--- config.mk ---
export PLATFORM = sky130hd
export DESIGN_NAME = l2_mesi_directory_line_controller
export DESIGN_NICKNAME = d
export VERILOG_FILES = /design/src/sv/l2d_pkg.sv /design/src/sv/l2_mesi_directory_line_controller.sv /design/src/sv/l2d_front.sv /design/src/sv/l2d_back.sv
export VERILOG_INCLUDE_DIRS = /design/src /design/src/sv
export SDC_FILE = /design/constraint.sdc
export NUM_CORES = 1
export LEC_CHECK = 0
export BUFFER_PORTS_ARGS = -buffer_cell sky130_fd_sc_hd__buf_2
export CORE_MARGIN = 2
export CORE_UTILIZATION = 30
export CTS_CLUSTER_DIAMETER = 200
export CTS_CLUSTER_SIZE = 25
export DETAILED_ROUTE_END_ITERATION = 8
export MAX_ROUTING_LAYER = met4
export PLACE_DENSITY = 0.52
export SLEW_MARGIN = 10
export SYNTH_ARGS = -nofsm -noshare
export SYNTH_HDL_FRONTEND = slang
export SYNTH_HIERARCHICAL = 1
export SYNTH_SLANG_ARGS = --single-unit
--- constraint.sdc ---
create_clock -name clk -period 7 [get_ports clk]
set_clock_uncertainty 0.15 [all_clocks]
set_input_delay 1.4 -clock clk [delete_from_list [all_inputs] [get_ports clk]]
set_output_delay 1.4 -clock clk [all_outputs]
set_load 0.05 [all_outputs]
--- src/sv/l2_mesi_directory_line_controller_macros.svh ---
// Assertion macros for the line controller
`ifndef L2_MESI_DIRECTORY_LINE_CONTROLLER_MACROS_SVH
`define L2_MESI_DIRECTORY_LINE_CONTROLLER_MACROS_SVH
`ifndef SYNTHESIS
`define L2D_ASSERT_IMPL(label, clk, rst_n, prop, msg) \
  label: assert property (@(posedge clk) disable iff (!rst_n) prop) else $error(msg);
`define L2D_ASSERT_NEXT(label, clk, rst_n, cond, expr, msg) \
  label: assert property (@(posedge clk) disable iff (!rst_n) cond |=> expr) else $error(msg);
`else
`define L2D_ASSERT_IMPL(label, clk, rst_n, prop, msg)
`define L2D_ASSERT_NEXT(label, clk, rst_n, cond, expr, msg)
`endif
`endif

--- src/sv/l2d_pkg.sv ---
package l2d_pkg;
  localparam int DATA_BITS_DEF = 64;
  localparam int TAG_BITS_DEF = 26;
  localparam int SOURCE_BITS_DEF = 6;
  localparam int SHARER_COUNT_DEF = 64;
  localparam int TYPE_BITS = 8;

  localparam logic [7:0] T_STORE = 8'd2;
  localparam logic [7:0] T_WB = 8'd12;
  localparam logic [7:0] T_LOAD = 8'd31;
  localparam logic [7:0] T_FWD_LOAD = 8'd16;
  localparam logic [7:0] T_FWD_STORE = 8'd17;
  localparam logic [7:0] T_FWD_INV = 8'd18;
  localparam logic [7:0] T_MEM_LOAD = 8'd19;
  localparam logic [7:0] T_MEM_STORE = 8'd20;
  localparam logic [7:0] T_ACK_LFWD = 8'd21;
  localparam logic [7:0] T_ACK_SFWD = 8'd22;
  localparam logic [7:0] T_ACK_INV = 8'd23;
  localparam logic [7:0] T_ACK_LMEM = 8'd24;
  localparam logic [7:0] T_ACK_SMEM = 8'd25;
  localparam logic [7:0] T_NODATA = 8'd28;
  localparam logic [7:0] T_DATA = 8'd29;

  localparam logic [1:0] K_REQ = 2'd0;
  localparam logic [1:0] K_RSP = 2'd1;
  localparam logic [1:0] K_RPL = 2'd2;

  localparam logic [1:0] VD_INVAL = 2'd0;
  localparam logic [1:0] VD_CLEAN = 2'd2;
  localparam logic [1:0] VD_DIRTY = 2'd3;
  localparam logic [1:0] ST_I = 2'd0;
  localparam logic [1:0] ST_S = 2'd1;
  localparam logic [1:0] ST_E = 2'd2;
  localparam logic [1:0] ST_M = 2'd3;
  localparam logic [1:0] PH_FREE = 2'd0;
  localparam logic [1:0] PH_WAIT = 2'd1;
  localparam logic [1:0] PH_PEND = 2'd2;

  // classified operation passed from front to back
  localparam logic [2:0] OP_NONE = 3'd0;
  localparam logic [2:0] OP_REQ = 3'd1;
  localparam logic [2:0] OP_RPL = 3'd2;
  localparam logic [2:0] OP_WB = 3'd3;
  localparam logic [2:0] OP_FWDACK = 3'd4;
  localparam logic [2:0] OP_INVACK = 3'd5;
  localparam logic [2:0] OP_LMEM = 3'd6;
  localparam logic [2:0] OP_SMEM = 3'd7;
endpackage

--- src/sv/l2_mesi_directory_line_controller.sv ---
// An accepted input is written into the classify queue; the line update then registers the result.
// One item per cycle while the result side does not stall; the line registers update once per item.
// A two-entry queue parts front and back; the result register parts back from the sink.
// Reset: synchronous active-low rst_n clears line, slot and queue pointer state to zero.
`include "l2_mesi_directory_line_controller_macros.svh"
module l2_mesi_directory_line_controller #(
  parameter int DATA_BITS = l2d_pkg::DATA_BITS_DEF,
  parameter int TAG_BITS = l2d_pkg::TAG_BITS_DEF,
  parameter int SOURCE_BITS = l2d_pkg::SOURCE_BITS_DEF,
  parameter int SHARER_COUNT = l2d_pkg::SHARER_COUNT_DEF
) (
  input  logic clk,
  input  logic rst_n,
  input  logic in_valid,
  output logic in_ready,
  input  logic [1:0] in_kind,
  input  logic [7:0] in_msg_type,
  input  logic [DATA_BITS-1:0] in_msg_data,
  input  logic [SOURCE_BITS-1:0] in_msg_source,
  input  logic [TAG_BITS-1:0] in_msg_tag,
  output logic out_valid,
  input  logic out_ready,
  output logic out_accepted,
  output logic out_sent,
  output logic [7:0] out_type,
  output logic [1:0] out_mesi,
  output logic [DATA_BITS-1:0] out_data,
  output logic [TAG_BITS-1:0] out_tag
);
  logic q_valid, q_ready, q_lfwd, q_store;
  logic [2:0] q_op;
  logic [DATA_BITS-1:0] q_data;
  logic [SOURCE_BITS-1:0] q_src;
  logic [TAG_BITS-1:0] q_tag;
  logic [1:0] slot_phase;

  l2d_front #(.DATA_BITS(DATA_BITS), .TAG_BITS(TAG_BITS), .SOURCE_BITS(SOURCE_BITS)) u_front (
    .clk, .rst_n, .in_valid, .in_ready, .in_kind, .in_msg_type, .in_msg_data,
    .in_msg_source, .in_msg_tag, .q_valid, .q_ready, .q_op, .q_lfwd, .q_store,
    .q_data, .q_src, .q_tag
  );

  l2d_back #(.DATA_BITS(DATA_BITS), .TAG_BITS(TAG_BITS), .SOURCE_BITS(SOURCE_BITS),
             .SHARER_COUNT(SHARER_COUNT)) u_back (
    .clk, .rst_n, .q_valid, .q_ready, .q_op, .q_lfwd, .q_store, .q_data, .q_src,
    .q_tag, .out_valid, .out_ready, .out_accepted, .out_sent, .out_type, .out_mesi,
    .out_data, .out_tag, .slot_phase
  );

  `L2D_ASSERT_IMPL(a_sent_acc, clk, rst_n, out_valid && out_sent |-> out_accepted, "sent without accept")
  `L2D_ASSERT_IMPL(a_phase, clk, rst_n, slot_phase != 2'd3, "bad slot phase")
  `L2D_ASSERT_NEXT(a_hold, clk, rst_n, out_valid && !out_ready, out_valid && $stable(out_type), "result dropped")
endmodule

--- src/sv/l2d_front.sv ---
module l2d_front #(
  parameter int DATA_BITS = l2d_pkg::DATA_BITS_DEF,
  parameter int TAG_BITS = l2d_pkg::TAG_BITS_DEF,
  parameter int SOURCE_BITS = l2d_pkg::SOURCE_BITS_DEF
) (
  input  logic clk,
  input  logic rst_n,
  input  logic in_valid,
  output logic in_ready,
  input  logic [1:0] in_kind,
  input  logic [7:0] in_msg_type,
  input  logic [DATA_BITS-1:0] in_msg_data,
  input  logic [SOURCE_BITS-1:0] in_msg_source,
  input  logic [TAG_BITS-1:0] in_msg_tag,
  output logic q_valid,
  input  logic q_ready,
  output logic [2:0] q_op,
  output logic q_lfwd,
  output logic q_store,
  output logic [DATA_BITS-1:0] q_data,
  output logic [SOURCE_BITS-1:0] q_src,
  output logic [TAG_BITS-1:0] q_tag
);
  localparam int W = 3 + 1 + 1 + DATA_BITS + SOURCE_BITS + TAG_BITS;
  logic [W-1:0] ent_r [2];
  logic [W-1:0] ent_nxt;
  logic wp_r, rp_r;
  logic [1:0] cnt_r;
  logic [2:0] op;
  logic push, pop;

  always_comb begin
    op = l2d_pkg::OP_NONE;
    case (in_kind)
      l2d_pkg::K_REQ:
        if (in_msg_type == l2d_pkg::T_LOAD || in_msg_type == l2d_pkg::T_STORE) begin
          op = l2d_pkg::OP_REQ;
        end
      l2d_pkg::K_RPL: op = l2d_pkg::OP_RPL;
      l2d_pkg::K_RSP:
        case (in_msg_type)
          l2d_pkg::T_WB: op = l2d_pkg::OP_WB;
          l2d_pkg::T_ACK_LFWD, l2d_pkg::T_ACK_SFWD: op = l2d_pkg::OP_FWDACK;
          l2d_pkg::T_ACK_INV: op = l2d_pkg::OP_INVACK;
          l2d_pkg::T_ACK_LMEM: op = l2d_pkg::OP_LMEM;
          l2d_pkg::T_ACK_SMEM: op = l2d_pkg::OP_SMEM;
          default: op = l2d_pkg::OP_NONE;
        endcase
      default: op = l2d_pkg::OP_NONE;
    endcase
    ent_nxt = {op, in_msg_type == l2d_pkg::T_ACK_LFWD, in_msg_type == l2d_pkg::T_STORE,
               in_msg_data, in_msg_source, in_msg_tag};
  end

  assign in_ready = cnt_r != 2'd2;
  assign push = in_valid && in_ready;
  assign q_valid = cnt_r != 2'd0;
  assign pop = q_valid && q_ready;
  assign {q_op, q_lfwd, q_store, q_data, q_src, q_tag} = ent_r[rp_r];

  always_ff @(posedge clk) begin
    if (push) ent_r[wp_r] <= ent_nxt;
    if (!rst_n) begin
      wp_r <= 1'b0;
      rp_r <= 1'b0;
      cnt_r <= 2'd0;
    end else begin
      if (push) wp_r <= ~wp_r;
      if (pop) rp_r <= ~rp_r;
      cnt_r <= cnt_r + {1'b0, push} - {1'b0, pop};
    end
  end
endmodule

--- src/sv/l2d_back.sv ---
module l2d_back #(
  parameter int DATA_BITS = l2d_pkg::DATA_BITS_DEF,
  parameter int TAG_BITS = l2d_pkg::TAG_BITS_DEF,
  parameter int SOURCE_BITS = l2d_pkg::SOURCE_BITS_DEF,
  parameter int SHARER_COUNT = l2d_pkg::SHARER_COUNT_DEF
) (
  input  logic clk,
  input  logic rst_n,
  input  logic q_valid,
  output logic q_ready,
  input  logic [2:0] q_op,
  input  logic q_lfwd,
  input  logic q_store,
  input  logic [DATA_BITS-1:0] q_data,
  input  logic [SOURCE_BITS-1:0] q_src,
  input  logic [TAG_BITS-1:0] q_tag,
  output logic out_valid,
  input  logic out_ready,
  output logic out_accepted,
  output logic out_sent,
  output logic [7:0] out_type,
  output logic [1:0] out_mesi,
  output logic [DATA_BITS-1:0] out_data,
  output logic [TAG_BITS-1:0] out_tag,
  output logic [1:0] slot_phase
);
  logic [1:0] vd_r, vd_nxt, mesi_r, mesi_nxt, ph_r, ph_nxt;
  logic [TAG_BITS-1:0] ltag_r, ltag_nxt, stag_r, stag_nxt;
  logic [DATA_BITS-1:0] ldata_r, ldata_nxt, sdata_r, sdata_nxt;
  logic [SOURCE_BITS-1:0] own_r, own_nxt, ssrc_r, ssrc_nxt;
  logic [SHARER_COUNT-1:0] shr_r, shr_nxt, sbit;
  logic [7:0] stype_r, stype_nxt;
  logic ov_r, acc_r, sent_r;
  logic [7:0] ty_r;
  logic [1:0] gm_r;
  logic [DATA_BITS-1:0] od_r;
  logic [TAG_BITS-1:0] ot_r;
  logic acc, snt;
  logic [7:0] ty;
  logic [1:0] gm;
  logic [DATA_BITS-1:0] od;
  logic [TAG_BITS-1:0] ot;
  logic go, st, rpl, serve;
  logic [SOURCE_BITS-1:0] sr;
  logic [TAG_BITS-1:0] tg;
  logic [DATA_BITS-1:0] dt;
  logic vld, hit, evict, empty, fo, done;

  assign q_ready = !ov_r || out_ready;
  assign go = q_valid && q_ready;

  always_comb begin
    rpl = q_op == l2d_pkg::OP_RPL;
    st = rpl ? (stype_r == l2d_pkg::T_STORE) : q_store;
    sr = rpl ? ssrc_r : q_src;
    tg = rpl ? stag_r : q_tag;
    dt = rpl ? sdata_r : q_data;
    // sender ids past the sharer count select no bit
    sbit = '0;
    for (int i = 0; i < SHARER_COUNT; i++) sbit[i] = int'(q_src) == i;
    if (rpl) begin
      sbit = '0;
      for (int i = 0; i < SHARER_COUNT; i++) sbit[i] = int'(ssrc_r) == i;
    end
    vld = vd_r == l2d_pkg::VD_CLEAN || vd_r == l2d_pkg::VD_DIRTY;
    hit = vld && tg == ltag_r;
    evict = vld && tg != ltag_r;
    empty = vd_r == l2d_pkg::VD_INVAL;
    fo = sr == own_r;
    done = hit && (mesi_r != l2d_pkg::ST_E || fo) && !(st && mesi_r == l2d_pkg::ST_S);
    vd_nxt = vd_r; mesi_nxt = mesi_r; ph_nxt = ph_r; ltag_nxt = ltag_r; stag_nxt = stag_r;
    ldata_nxt = ldata_r; sdata_nxt = sdata_r; own_nxt = own_r; ssrc_nxt = ssrc_r;
    shr_nxt = shr_r; stype_nxt = stype_r;
    acc = 1'b0; snt = 1'b0; ty = '0; gm = '0; od = '0; ot = '0;
    serve = 1'b0;
    case (q_op)
      l2d_pkg::OP_REQ: serve = ph_r == l2d_pkg::PH_FREE;
      l2d_pkg::OP_RPL: serve = ph_r == l2d_pkg::PH_PEND &&
        (stype_r == l2d_pkg::T_LOAD || stype_r == l2d_pkg::T_STORE);
      l2d_pkg::OP_WB: begin
        acc = 1'b1; snt = 1'b1; ty = l2d_pkg::T_NODATA;
        mesi_nxt = l2d_pkg::ST_I; ldata_nxt = q_data; vd_nxt = l2d_pkg::VD_DIRTY;
        if (ph_r == l2d_pkg::PH_WAIT) ph_nxt = l2d_pkg::PH_PEND;
      end
      l2d_pkg::OP_FWDACK: begin
        acc = 1'b1;
        if (ph_r != l2d_pkg::PH_FREE) ph_nxt = l2d_pkg::PH_PEND;
        if (mesi_r == l2d_pkg::ST_E) begin
          mesi_nxt = q_lfwd ? l2d_pkg::ST_S : l2d_pkg::ST_I;
          ldata_nxt = q_data; vd_nxt = l2d_pkg::VD_DIRTY;
        end
        if (q_lfwd) shr_nxt = sbit;
      end
      l2d_pkg::OP_INVACK: begin
        acc = 1'b1;
        shr_nxt = shr_r & ~sbit;
        if (shr_nxt == '0) begin
          if (ph_r != l2d_pkg::PH_FREE) ph_nxt = l2d_pkg::PH_PEND;
          mesi_nxt = l2d_pkg::ST_I;
        end
      end
      l2d_pkg::OP_LMEM: begin
        acc = 1'b1;
        if (ph_r != l2d_pkg::PH_FREE) ph_nxt = l2d_pkg::PH_PEND;
        ldata_nxt = q_data; ltag_nxt = q_tag; vd_nxt = l2d_pkg::VD_CLEAN;
      end
      l2d_pkg::OP_SMEM: begin
        acc = 1'b1;
        if (ph_r != l2d_pkg::PH_FREE) ph_nxt = l2d_pkg::PH_PEND;
      end
      default: acc = 1'b0;
    endcase
    if (serve) begin
      acc = 1'b1; snt = 1'b1;
      if (evict) begin
        if (mesi_r == l2d_pkg::ST_I)
          ty = (vd_r == l2d_pkg::VD_DIRTY) ? l2d_pkg::T_MEM_STORE : l2d_pkg::T_MEM_LOAD;
        else
          ty = (mesi_r == l2d_pkg::ST_S) ? l2d_pkg::T_FWD_INV : l2d_pkg::T_FWD_STORE;
      end else if (empty) ty = l2d_pkg::T_MEM_LOAD;
      else if (mesi_r == l2d_pkg::ST_E)
        ty = fo ? l2d_pkg::T_DATA : (st ? l2d_pkg::T_FWD_STORE : l2d_pkg::T_FWD_LOAD);
      else if (st && mesi_r == l2d_pkg::ST_S) ty = l2d_pkg::T_FWD_INV;
      else ty = l2d_pkg::T_DATA;
      gm = st ? l2d_pkg::ST_M : (mesi_r == l2d_pkg::ST_S ? l2d_pkg::ST_S : l2d_pkg::ST_E);
      od = (st && done) ? dt : ldata_r;
      ot = (vd_r == l2d_pkg::VD_DIRTY) ? ltag_r : tg;
      if (!done && !rpl) begin
        stype_nxt = st ? l2d_pkg::T_STORE : l2d_pkg::T_LOAD;
        stag_nxt = q_tag; ssrc_nxt = q_src;
        if (st) sdata_nxt = q_data;
      end
      ph_nxt = done ? l2d_pkg::PH_FREE : l2d_pkg::PH_WAIT;
      if (done) begin
        if (!st || mesi_r == l2d_pkg::ST_I) own_nxt = sr;
        if (!st && mesi_r == l2d_pkg::ST_S) shr_nxt = shr_r | sbit;
      end
      if (hit && mesi_r == l2d_pkg::ST_I) mesi_nxt = l2d_pkg::ST_E;
      if (evict && mesi_r == l2d_pkg::ST_I) vd_nxt = l2d_pkg::VD_INVAL;
    end
  end

  assign out_valid = ov_r;
  assign out_accepted = acc_r;
  assign out_sent = sent_r;
  assign out_type = ty_r;
  assign out_mesi = gm_r;
  assign out_data = od_r;
  assign out_tag = ot_r;
  assign slot_phase = ph_r;

  always_ff @(posedge clk) begin
    if (go) begin
      acc_r <= acc; sent_r <= snt; ty_r <= ty; gm_r <= gm; od_r <= od; ot_r <= ot;
    end
    if (!rst_n) begin
      ov_r <= 1'b0;
      vd_r <= '0; mesi_r <= '0; ph_r <= '0; ltag_r <= '0; stag_r <= '0;
      ldata_r <= '0; sdata_r <= '0; own_r <= '0; ssrc_r <= '0; shr_r <= '0;
      stype_r <= '0;
    end else begin
      if (go) ov_r <= 1'b1;
      else if (out_ready) ov_r <= 1'b0;
      if (go) begin
        vd_r <= vd_nxt; mesi_r <= mesi_nxt; ph_r <= ph_nxt; ltag_r <= ltag_nxt;
        stag_r <= stag_nxt; ldata_r <= ldata_nxt; sdata_r <= sdata_nxt;
        own_r <= own_nxt; ssrc_r <= ssrc_nxt; shr_r <= shr_nxt; stype_r <= stype_nxt;
      end
    end
  end
endmodule

-- Yosys cells after proc, flatten, opt, wreduce, memory -nomap -nowiden
Memories as Yosys holds them, arrays and structs flattened. A register that Yosys moved wholly into a read port is not among the register bits.
Cells that the tools add are included.
- output and inout bits: 104
- memories kept: 1
- word-level logic and storage cells: 290
- RAM bits: 202
- flip-flop bits (word level): 377
- input bits: 110
- bitwise operators: 5
- eq/ne operators: 159
- reduce and logical (&&, ||, !) cells: 46
- muxes and demuxes: 56
- add/sub/neg operators: 2
- memories (memory ; depth ; width ; rd ports ; clocked after Yosys merged registers in ; write ports ; RTL line ; text):
    u_front.ent_r ; 2 ; 101 ; 1 ; 1 ; 1 ; l2d_front.sv:25 ; logic [W-1:0] ent_r [2];
- operator list (cell ; count):
    64-bit 2-to-1 mux ; 8
    6-bit equality test, second input constant ; 64
    64-bit case mux with 2 select lines ; 2
    6-bit by 5-bit equality test with 1-bit output, second input constant ; 32
    6-bit by 4-bit equality test with 1-bit output, second input constant ; 16
    64-bit bitwise AND ; 1
    64-bit zero test ; 1
    64-bit inverter ; 1
    64-bit OR ; 1
    8-bit by 5-bit equality test with 1-bit output, second input constant ; 7
    26-bit 2-to-1 mux ; 2
    6-bit by 3-bit equality test with 1-bit output, second input constant ; 8
    8-bit 2-to-1 mux ; 6
    2-bit 2-to-1 mux ; 14
    26-bit equality test ; 1
    26-bit inequality test ; 1
    6-bit by 2-bit equality test with 1-bit output, second input constant ; 4
    2-bit case mux with 3 select lines ; 3
    8-bit by 2-bit equality test with 1-bit output, second input constant ; 2
    3-bit case mux with 5 select lines ; 1
    1-bit logical AND ; 13
    1-bit 2-to-1 mux ; 13
    3-bit equality test, second input constant ; 4
    6-bit by 1-bit equality test with 1-bit output, second input constant ; 2
    30 further kinds ; 61

-- Longest topological paths before layout
Gate-level depths: netlist (run 1).
- depth in word-level cells: 9
- mapped depth: 16
- gate-level depth less buffers: 9

-- Hierarchy
Netlist (run 1), hierarchy kept.
- modules (own cells, without submodules) (module ; seq. area each (um2) ; times used ; area an instance (um2) ; cells an instance):
    l2d_back ; 8247.9 ; 1 ; 20081.8 ; 2537
    l2d_front ; 6165.9 ; 1 ; 7728.7 ; 366

-- Least setup slack after synthesis (run 1)
No wires, ideal clock.
- kind: in2reg
- start point: input out_ready
- end point: register u_back.mesi_r[0]
- stages on the path: 9
- path slack: 1.656 ns
- arrival time: 5.075 ns
- setup time: 0.119 ns
- required time: 6.731 ns
- buffers on the path: 0
- cell sequence: nand2b_1 nand2_1 inv_1 nand3_1 a2111oi_0 nand3_1 or4_1 nor3_1 nor3_1
- longest elaborated chain between the ends: 2
- RTL lines (what ; RTL line ; text):
    start: declaration ; l2_mesi_directory_line_controller.sv:22 ; input logic out_ready,
    1-bit logical OR ; l2d_back.sv:49 ; assign q_ready = !ov_r || out_ready;
    1-bit logical AND ; l2d_back.sv:50 ; assign go = q_valid && q_ready;
    net u_back.go ; l2d_back.sv:43 ; logic go, st, rpl, serve;
    end signal: assignment ; l2d_back.sv:165 ; vd_r <= vd_nxt; mesi_r <= mesi_nxt; ph_r <= ph_nxt; ltag_r <= ltag_nxt;
    end: declaration ; l2d_back.sv:27 ; logic [1:0] vd_r, vd_nxt, mesi_r, mesi_nxt, ph_r, ph_nxt;
The timed path passes the listed nets, and every way through them passes these cells.
A chain may end at the register's enable or synchronous reset.

==> key figures, run 1 <==
Synth
  – Area leader, netlist: sky130_fd_sc_hd__edfxtp_1
  – Top FF cell, synth: sky130_fd_sc_hd__edfxtp_1
  – Cell with the most instances after synthesis: sky130_fd_sc_hd__nand2_1
  – Number of enable flip-flop cells after synthesis: 300
  – Summed instance area of the synthesized netlist: 0.02781 mm2
  – Post-synthesis sequential area ratio: 51.83%
  – Synth unique cells: between 90 and 100
  – Instance count of the mapped netlist: slightly below 3,000
  – Top-area cell type share of the netlist area: approximately 32%
  – Post-synthesis sequential element count: 570
  – Asr flop ratio synth: 0%
  – Cell types with the highest counts after synthesis: sky130_fd_sc_hd__nand2_1, sky130_fd_sc_hd__a21oi_1, sky130_fd_sc_hd__edfxtp_1
  – Count of warnings emitted by yosys: 6
  – Per-instance average area after synthesis: 9.580 um2
  – Biggest area contributors in the synthesized netlist: sky130_fd_sc_hd__edfxtp_1, sky130_fd_sc_hd__dfxtp_1, sky130_fd_sc_hd__nand2_1, sky130_fd_sc_hd__a21oi_1, sky130_fd_sc_hd__mux2_2

Run
  – Max-cap violations: 0

Power
  – Power Dens Cells: between 300 and 400 mW/mm2
  – Max rail drop VDD: around 0.24 mV
  – Total Power: around 12 mW
  – Total leakage power: a little over 10 nW

Floorplan
  – Floorplan die width: around 300 um
  – Vertical die dimension: around 310 um
  – Standard-cell rows: between 100 and 150
  – Area of the die: between 0.09 and 0.1 mm2
  – Floorplan core area: 0.09180 mm2
  – Starting density of the core: about 30%
  – Boundary pin count: ~210

Clock network
  – Clock Tree Buf Depth: 3
  – Quantity of gates resized following cts: 0
  – Post-CTS setup-driven buffer insertion count: 0
  – Count of clock tree sinks: 570
  – Number of buffers inserted for hold repair after clock tree synthesis: 0
  – Worst-skew pair later-pin latency: 0.65 ns
  – Deepest level of the CTS H-tree: 1
  – Clock-pin slew on the worst setup and hold paths: 0.15 ns
  – Number of buffers created by CTS: 26
  – CTS root buf: sky130_fd_sc_hd__clkbuf_16
  – Clock tree from TritonCTS: built

Worst setup path
  – Series of cell instances along the critical path: buf_4 -> mux2_2 -> nor4b_1 -> a211oi_1 -> a31o_2 -> a2111oi_0 -> nand4_1 -> nor4_1 -> a31oi_1 -> a311o_1
  – Endpoint required time on the critical path: ~7.4 ns
  – Delay contributed by the slowest stage of the critical path: 0.94 ns
  – Worst reg2reg setup slack: ~1.8 ns
  – Worst reg2reg path depth: 10
  – Type of the setup path with the least slack: reg2reg
  – Maximum net fanout on the critical path: just over 40
  – Worst setup SP type: register
  – Critical path's slowest cell: sky130_fd_sc_hd__nor4b_1
  – Buffering stage count on the worst path with inverters included: 1
  – Family with the most delay on the worst path: simple AND/OR/NAND/NOR gates
  – Element type at the critical path end: register
  – Arrival time at the worst endpoint: around 5.5 ns
  – Reg-to-reg endpoint: u_back/mesi_r[1]$_SDFFE_PN0P_

Route
  – Number of optimization iterations in the first detailed-route pass: 6
  – Initial detailed-routing violation count: between 2,000 and 2,500
  – Total wirelength of the detailed-routed design: slightly below 90 mm
  – Total number of vias: around 22,000
  – Average via count per standard cell: 5.325
  – Final antenna-violating net count: 0
  – Routed wire length per instance: 20.65 um
  – Post-route DRC: 0

Global routing
  – First-pass GRT wire length: between 100 and 150 mm
  – Vias in the first global route: ~21,000
  – Global routing usage summed across all routing layers: 18.19%
  – Initial antenna violation count: 5
  – Largest net degree at the start of global routing: around 170
  – Remaining global-route overflow: 0

Status
  – Outcome: complete, no violations

Placed design
  – Final weighted congestion of routability-driven global placement: 0.9277
  – Number of buffers inserted by port buffering: 210
  – Cell area after placement: slightly below 0.03 mm2
  – Post-DP HPWL: between 50 and 60 mm

STA
  – Count of endpoints failing hold in the final timing report: 0
  – Final Setup Violations: 0
  – Least-Margin Pin Slew: roughly 1.1 ns
  – Relative slew slack: 26.25%
  – Final TNS setup: 0 ns
  – Minimum clock period: 5.155 ns
  – Peak Freq: between 0.15 and 0.2 GHz
  – Number of pins with negative max-slew slack in the final report: 0
  – Share of the cycle needed by the critical path after routing: about three quarters
  – RSZ-0062 raised after global routing: false

Layout
  – Fill cell count: approximately 9,500
  – Share of final-layout standard cells stronger than drive strength 1: between 10% and 20%
  – Post-route cell area: ~0.030 mm2
  – Growth of design area from synthesis to finish: 9.583%
  – Final core area utilization: 33.20%
  – Multi-input combinational cell area: about 0.012 mm2
  – Final Net Count: slightly above 3,000
  – Area taken by flip-flops and latches: 0.01442 mm2

Worst hold path
  – Number of instances on the worst hold path: 2
  – Endpoint of the worst hold path: u_back/ldata_r[16]$_SDFFE_PN0P_
  – Min-Delay Startpoint: u_back/ldata_r[16]$_SDFFE_PN0P_
  – Worst hold path class: reg2reg
cell usage in the layout, fill, tap and decap left out, types with 40 or more instances in the layout:
master / netlist / final
sky130_fd_sc_hd__nand3_1: 121 / 120
sky130_fd_sc_hd__inv_1: 90 / 86
sky130_fd_sc_hd__edfxtp_1: 300 / 300
sky130_fd_sc_hd__mux2i_1: 40 / 40
sky130_fd_sc_hd__a21oi_1: 314 / 313
sky130_fd_sc_hd__nor2_1: 227 / 226
sky130_fd_sc_hd__nand2_1: 434 / 429
sky130_fd_sc_hd__buf_2: 50 / 209
sky130_fd_sc_hd__mux2_2: 103 / 102
sky130_fd_sc_hd__dfxtp_1: 270 / 269
sky130_fd_sc_hd__o22ai_1: 70 / 70
sky130_fd_sc_hd__a311oi_1: 85 / 85
sky130_fd_sc_hd__o21ai_0: 137 / 137
sky130_fd_sc_hd__o221a_1: 46 / 46
layout make-up:
type / count / share of cell area, %
clock inverter: 1 / 0.02053
tap: 1243 / 5.103
sequential: 570 / 47.31
timing repair buffer: 251 / 4.643
antenna: 7 / 0.05748
clock buffer: 47 / 2.463
inverter: 90 / 1.133
multi-input combinational: 1989 / 39.27
flip-flops by register name, summed over array words and instances (netlist names), 26 cells and up, named ones only:
signal	cells
u_back/ldata_r	64
u_back/ltag_r	26
u_back/out_data	64
u_back/out_tag	26
u_back/sdata_r	64
u_back/shr_r	64
u_back/stag_r	26
u_front/ent_r	202
routing by layer:
layer | vias to the layer above | GRT usage [%] | part of all wire [%]
met5 | - | - | 0
met4 | 0 | 3.585 | 1.8
met3 | 98 | 2.357 | 5.6
met2 | 662 | 28.64 | 47
met1 | 10910 | 25.11 | 46
li1 | 10690 | - | -
report_power, final:
group | internal [mW] | switching (mW)
logic | 1.46 | 3.61
registers | 4.37 | 0.580
clock network | 0.735 | 1.09
kinds of logic after synthesis:
family / count (synthesis) / synth area share [%]
simple gates: 970 / 15.97
compound gates: 834 / 19.71
flops: 570 / 51.83
buf+inv: 346 / 5.493
mux: 146 / 5.822
xor+xnor: 34 / 1.071
fa+ha+maj: 2 / 0.08997
other cells: 1 / 0.01348
stage by stage:
stage	hold WS (ns)	instances	setup slack [ns]
CTS	0.3109	4191	1.895
global placement	0.2940	4143	1.990
global route	0.3253	4196	1.557
floorplan	0.2867	2905	1.656
detailed placement	0.2967	4143	1.948
finish	0.3110	4198	1.845
worst max path at each step:
stage,depth (start not counted),start,slack [ns],endpoint
6_report,10,register,1.84,u_back/mesi_r[1]$_SDFFE_PN0P_
5_1_grt,10,register,1.56,u_back/mesi_r[1]$_SDFFE_PN0P_
4_1_cts,10,register,1.89,u_back/mesi_r[1]$_SDFFE_PN0P_
3_5_place_dp,10,register,1.95,u_back/mesi_r[1]$_SDFFE_PN0P_
3_3_place_gp,10,register,1.99,u_back/mesi_r[0]$_SDFFE_PN0P_
2_1_floorplan,9,out_ready,1.66,u_back/mesi_r[0]$_SDFFE_PN0P_
worst register-to-register path, cell delays in order (launching register included):
cell	delay, ns
sky130_fd_sc_hd__dfxtp_4	0.67
sky130_fd_sc_hd__buf_4	0.64
sky130_fd_sc_hd__mux2_2	0.61
sky130_fd_sc_hd__nor4b_1	0.94
sky130_fd_sc_hd__a211oi_1	0.19
sky130_fd_sc_hd__a31o_2	0.28
sky130_fd_sc_hd__a2111oi_0	0.44
sky130_fd_sc_hd__nand4_1	0.22
sky130_fd_sc_hd__nor4_1	0.32
sky130_fd_sc_hd__a31oi_1	0.19
sky130_fd_sc_hd__a311o_1	0.37
(Power assumes the default switching activity.)
==> run 2, diff against run 1 <==
- clock period: 7 -> 5.3 ns (I/O delays scaled with it)
==> key figures, run 2 (synthesis results as in run 1) <==
Clock network
  – Post-CTS setup-driven buffer insertion count: 0
  – Clock tree from TritonCTS: built
  – Clock Tree Buf Depth: 3
  – CTS root buf: sky130_fd_sc_hd__clkbuf_16
  – Clock-pin slew on the worst setup and hold paths: 0.11 ns
  – Number of buffers created by CTS: 26
  – Worst-skew pair later-pin latency: between 0.6 and 0.7 ns
  – Quantity of gates resized following cts: 0
  – Number of buffers inserted for hold repair after clock tree synthesis: 0
  – Count of clock tree sinks: 570
  – Deepest level of the CTS H-tree: 1

Route
  – Number of optimization iterations in the first detailed-route pass: 6
  – Post-route DRC: 0
  – Total number of vias: about 23,000
  – Average via count per standard cell: 5.355
  – Routed wire length per instance: a little over 20 um
  – Initial detailed-routing violation count: roughly 2,200
  – Final antenna-violating net count: 0
  – Total wirelength of the detailed-routed design: a little under 90 mm

Placed design
  – Number of buffers inserted by port buffering: between 200 and 250
  – Pre-CTS WS: between 0.6 and 0.7 ns
  – Post-DP HPWL: 53.82 mm
  – Instance count after placement with tap cells included: around 4,200
  – Final weighted congestion of routability-driven global placement: between 0.9 and 1

Layout
  – Fill cell count: 9,445
  – Highest-count cells in the layout ignoring fill and taps: sky130_fd_sc_hd__nand2_1, sky130_fd_sc_hd__a21oi_1, sky130_fd_sc_hd__edfxtp_1
  – Share of final-layout standard cells stronger than drive strength 1: between 15 and 20%
  – Most frequent standard cell in the layout excluding fill and tap cells: sky130_fd_sc_hd__nand2_1
  – Final Net Count: 3,053
  – Number of flip-flops in the largest register: 202
  – Final core area utilization: approximately 33%
  – Count of non-filler cells in the finished layout: 4,209
  – Growth of design area from synthesis to finish: 10.14%
  – Largest Register: u_front/ent_r

Floorplan
  – Boundary pin count: around 210
  – Floorplan core area: just over 0.09 mm2
  – Standard-cell rows: 111
  – Starting density of the core: 30.29%
  – Floorplan die width: slightly above 300 um
  – Vertical die dimension: about 300 um
  – Area of the die: 0.09515 mm2

STA
  – Minimum clock period: about 4.7 ns
  – Peak Freq: between 0.2 and 0.25 GHz
  – Final critical-path setup slack: between 0.5 and 0.6 ns
  – Share of the cycle needed by the critical path after routing: between 80 and 90%
  – RSZ-0062 raised after global routing: false
  – Count of endpoints failing hold in the final timing report: 0
  – Number of pins with negative max-slew slack in the final report: 0
  – Final TNS setup: 0 ns
  – Final Setup Violations: 0
  – Least-Margin Pin Slew: ~1.1 ns
  – Relative slew slack: between 20% and 30%

Run
  – Max-cap violations: 0

Status
  – Outcome: complete, no violations

Worst setup path
  – Worst reg2reg path depth: 11
  – Crit path to: u_back/mesi_r[1]$_SDFFE_PN0P_
  – Element type at the critical path end: register
  – Reg-to-reg endpoint: u_back/mesi_r[1]$_SDFFE_PN0P_
  – Arrival time at the worst endpoint: 5.06 ns
  – Type of the setup path with the least slack: reg2reg
  – Endpoint required time on the critical path: between 5 and 6 ns
  – Worst reg2reg setup slack: 0.58 ns
  – Worst setup SP type: register
  – Maximum net fanout on the critical path: 36

Global routing
  – Largest net degree at the start of global routing: roughly 180
  – First-pass GRT wire length: roughly 130 mm
  – Global routing usage summed across all routing layers: a little under a fifth
  – Remaining global-route overflow: 0
  – Vias in the first global route: about 21,000
  – Initial antenna violation count: 10

Worst hold path
  – Worst hold path class: reg2reg

Power
  – Power Dens Cells: 509.6 mW/mm2
  – Max rail drop VDD: roughly 0.38 mV
  – Total leakage power: 10.41 nW
run 2: cell type report:
type	count	area [um2]	share of cell area (%)
antenna	6	15.01	0.04902
clock buffer	46	747.0	2.439
clock inverter	1	6.256	0.02042
inverter	90	345.3	1.127
multi-input combinational	1989	11970	39.07
sequential	570	14420	47.07
tap	1243	1555	5.078
timing repair buffer	264	1575	5.143
run 2: critical path, cell delays in order (launching register included):
cell and delay, ns:
sky130_fd_sc_hd__dfxtp_4 0.40, sky130_fd_sc_hd__mux2_4 0.47, sky130_fd_sc_hd__nor3b_4 0.90, sky130_fd_sc_hd__buf_4 0.42, sky130_fd_sc_hd__buf_4 0.31, sky130_fd_sc_hd__a211oi_1 0.07, sky130_fd_sc_hd__a31o_2 0.28, sky130_fd_sc_hd__a2111oi_0 0.45
sky130_fd_sc_hd__nand4_1 0.22, sky130_fd_sc_hd__nor4_1 0.34, sky130_fd_sc_hd__a31oi_1 0.20, sky130_fd_sc_hd__a311o_1 0.38
run 2: worst min path at each step:
stage / slack (ns) / endpoint / depth (start not counted) / start
4_1_cts: 0.31 / u_back/ldata_r[39]$_SDFFE_PN0P_ / 2 / u_back/ldata_r[39]$_SDFFE_PN0P_
2_1_floorplan: 0.29 / u_back/ldata_r[0]$_SDFFE_PN0P_ / 2 / u_back/ldata_r[0]$_SDFFE_PN0P_
3_5_place_dp: 0.30 / u_back/ldata_r[3]$_SDFFE_PN0P_ / 2 / u_back/ldata_r[3]$_SDFFE_PN0P_
5_1_grt: 0.33 / u_back/ldata_r[9]$_SDFFE_PN0P_ / 2 / u_back/ldata_r[9]$_SDFFE_PN0P_
6_report: 0.31 / u_back/ldata_r[6]$_SDFFE_PN0P_ / 2 / u_back/ldata_r[6]$_SDFFE_PN0P_
3_3_place_gp: 0.29 / u_back/sdata_r[58]$_SDFFE_PN0P_ / 2 / u_back/sdata_r[58]$_SDFFE_PN0P_
run 2: per-layer routing:
| layer | wire, um | GRT usage, % |
|---|---|---|
| met4 | 1911 | 4.186 |
| met2 | 40240 | 28.63 |
| met5 | 0 | - |
| met1 | 39720 | 24.76 |
| met3 | 4632 | 1.924 |
run 2: stage by stage:
stage / hold WS, ns / power (mW) / cell area (um2)
after global routing: 0.3293 / 16.44 / 30630
after CTS: 0.3109 / 15.71 / 30610
after detailed placement: 0.2967 / 13.29 / 29860
final: 0.3096 / 15.61 / 30630
after global placement: 0.2946 / 13.28 / 29860
after floorplan: 0.2867 / 11.26 / 27820
run 2: power by group:
group,switching (mW),total (mW),internal [mW]
logic,4.73,6.69,1.96
registers,0.756,6.53,5.78
clock network,1.42,2.39,0.969
total,6.91,15.6,8.70
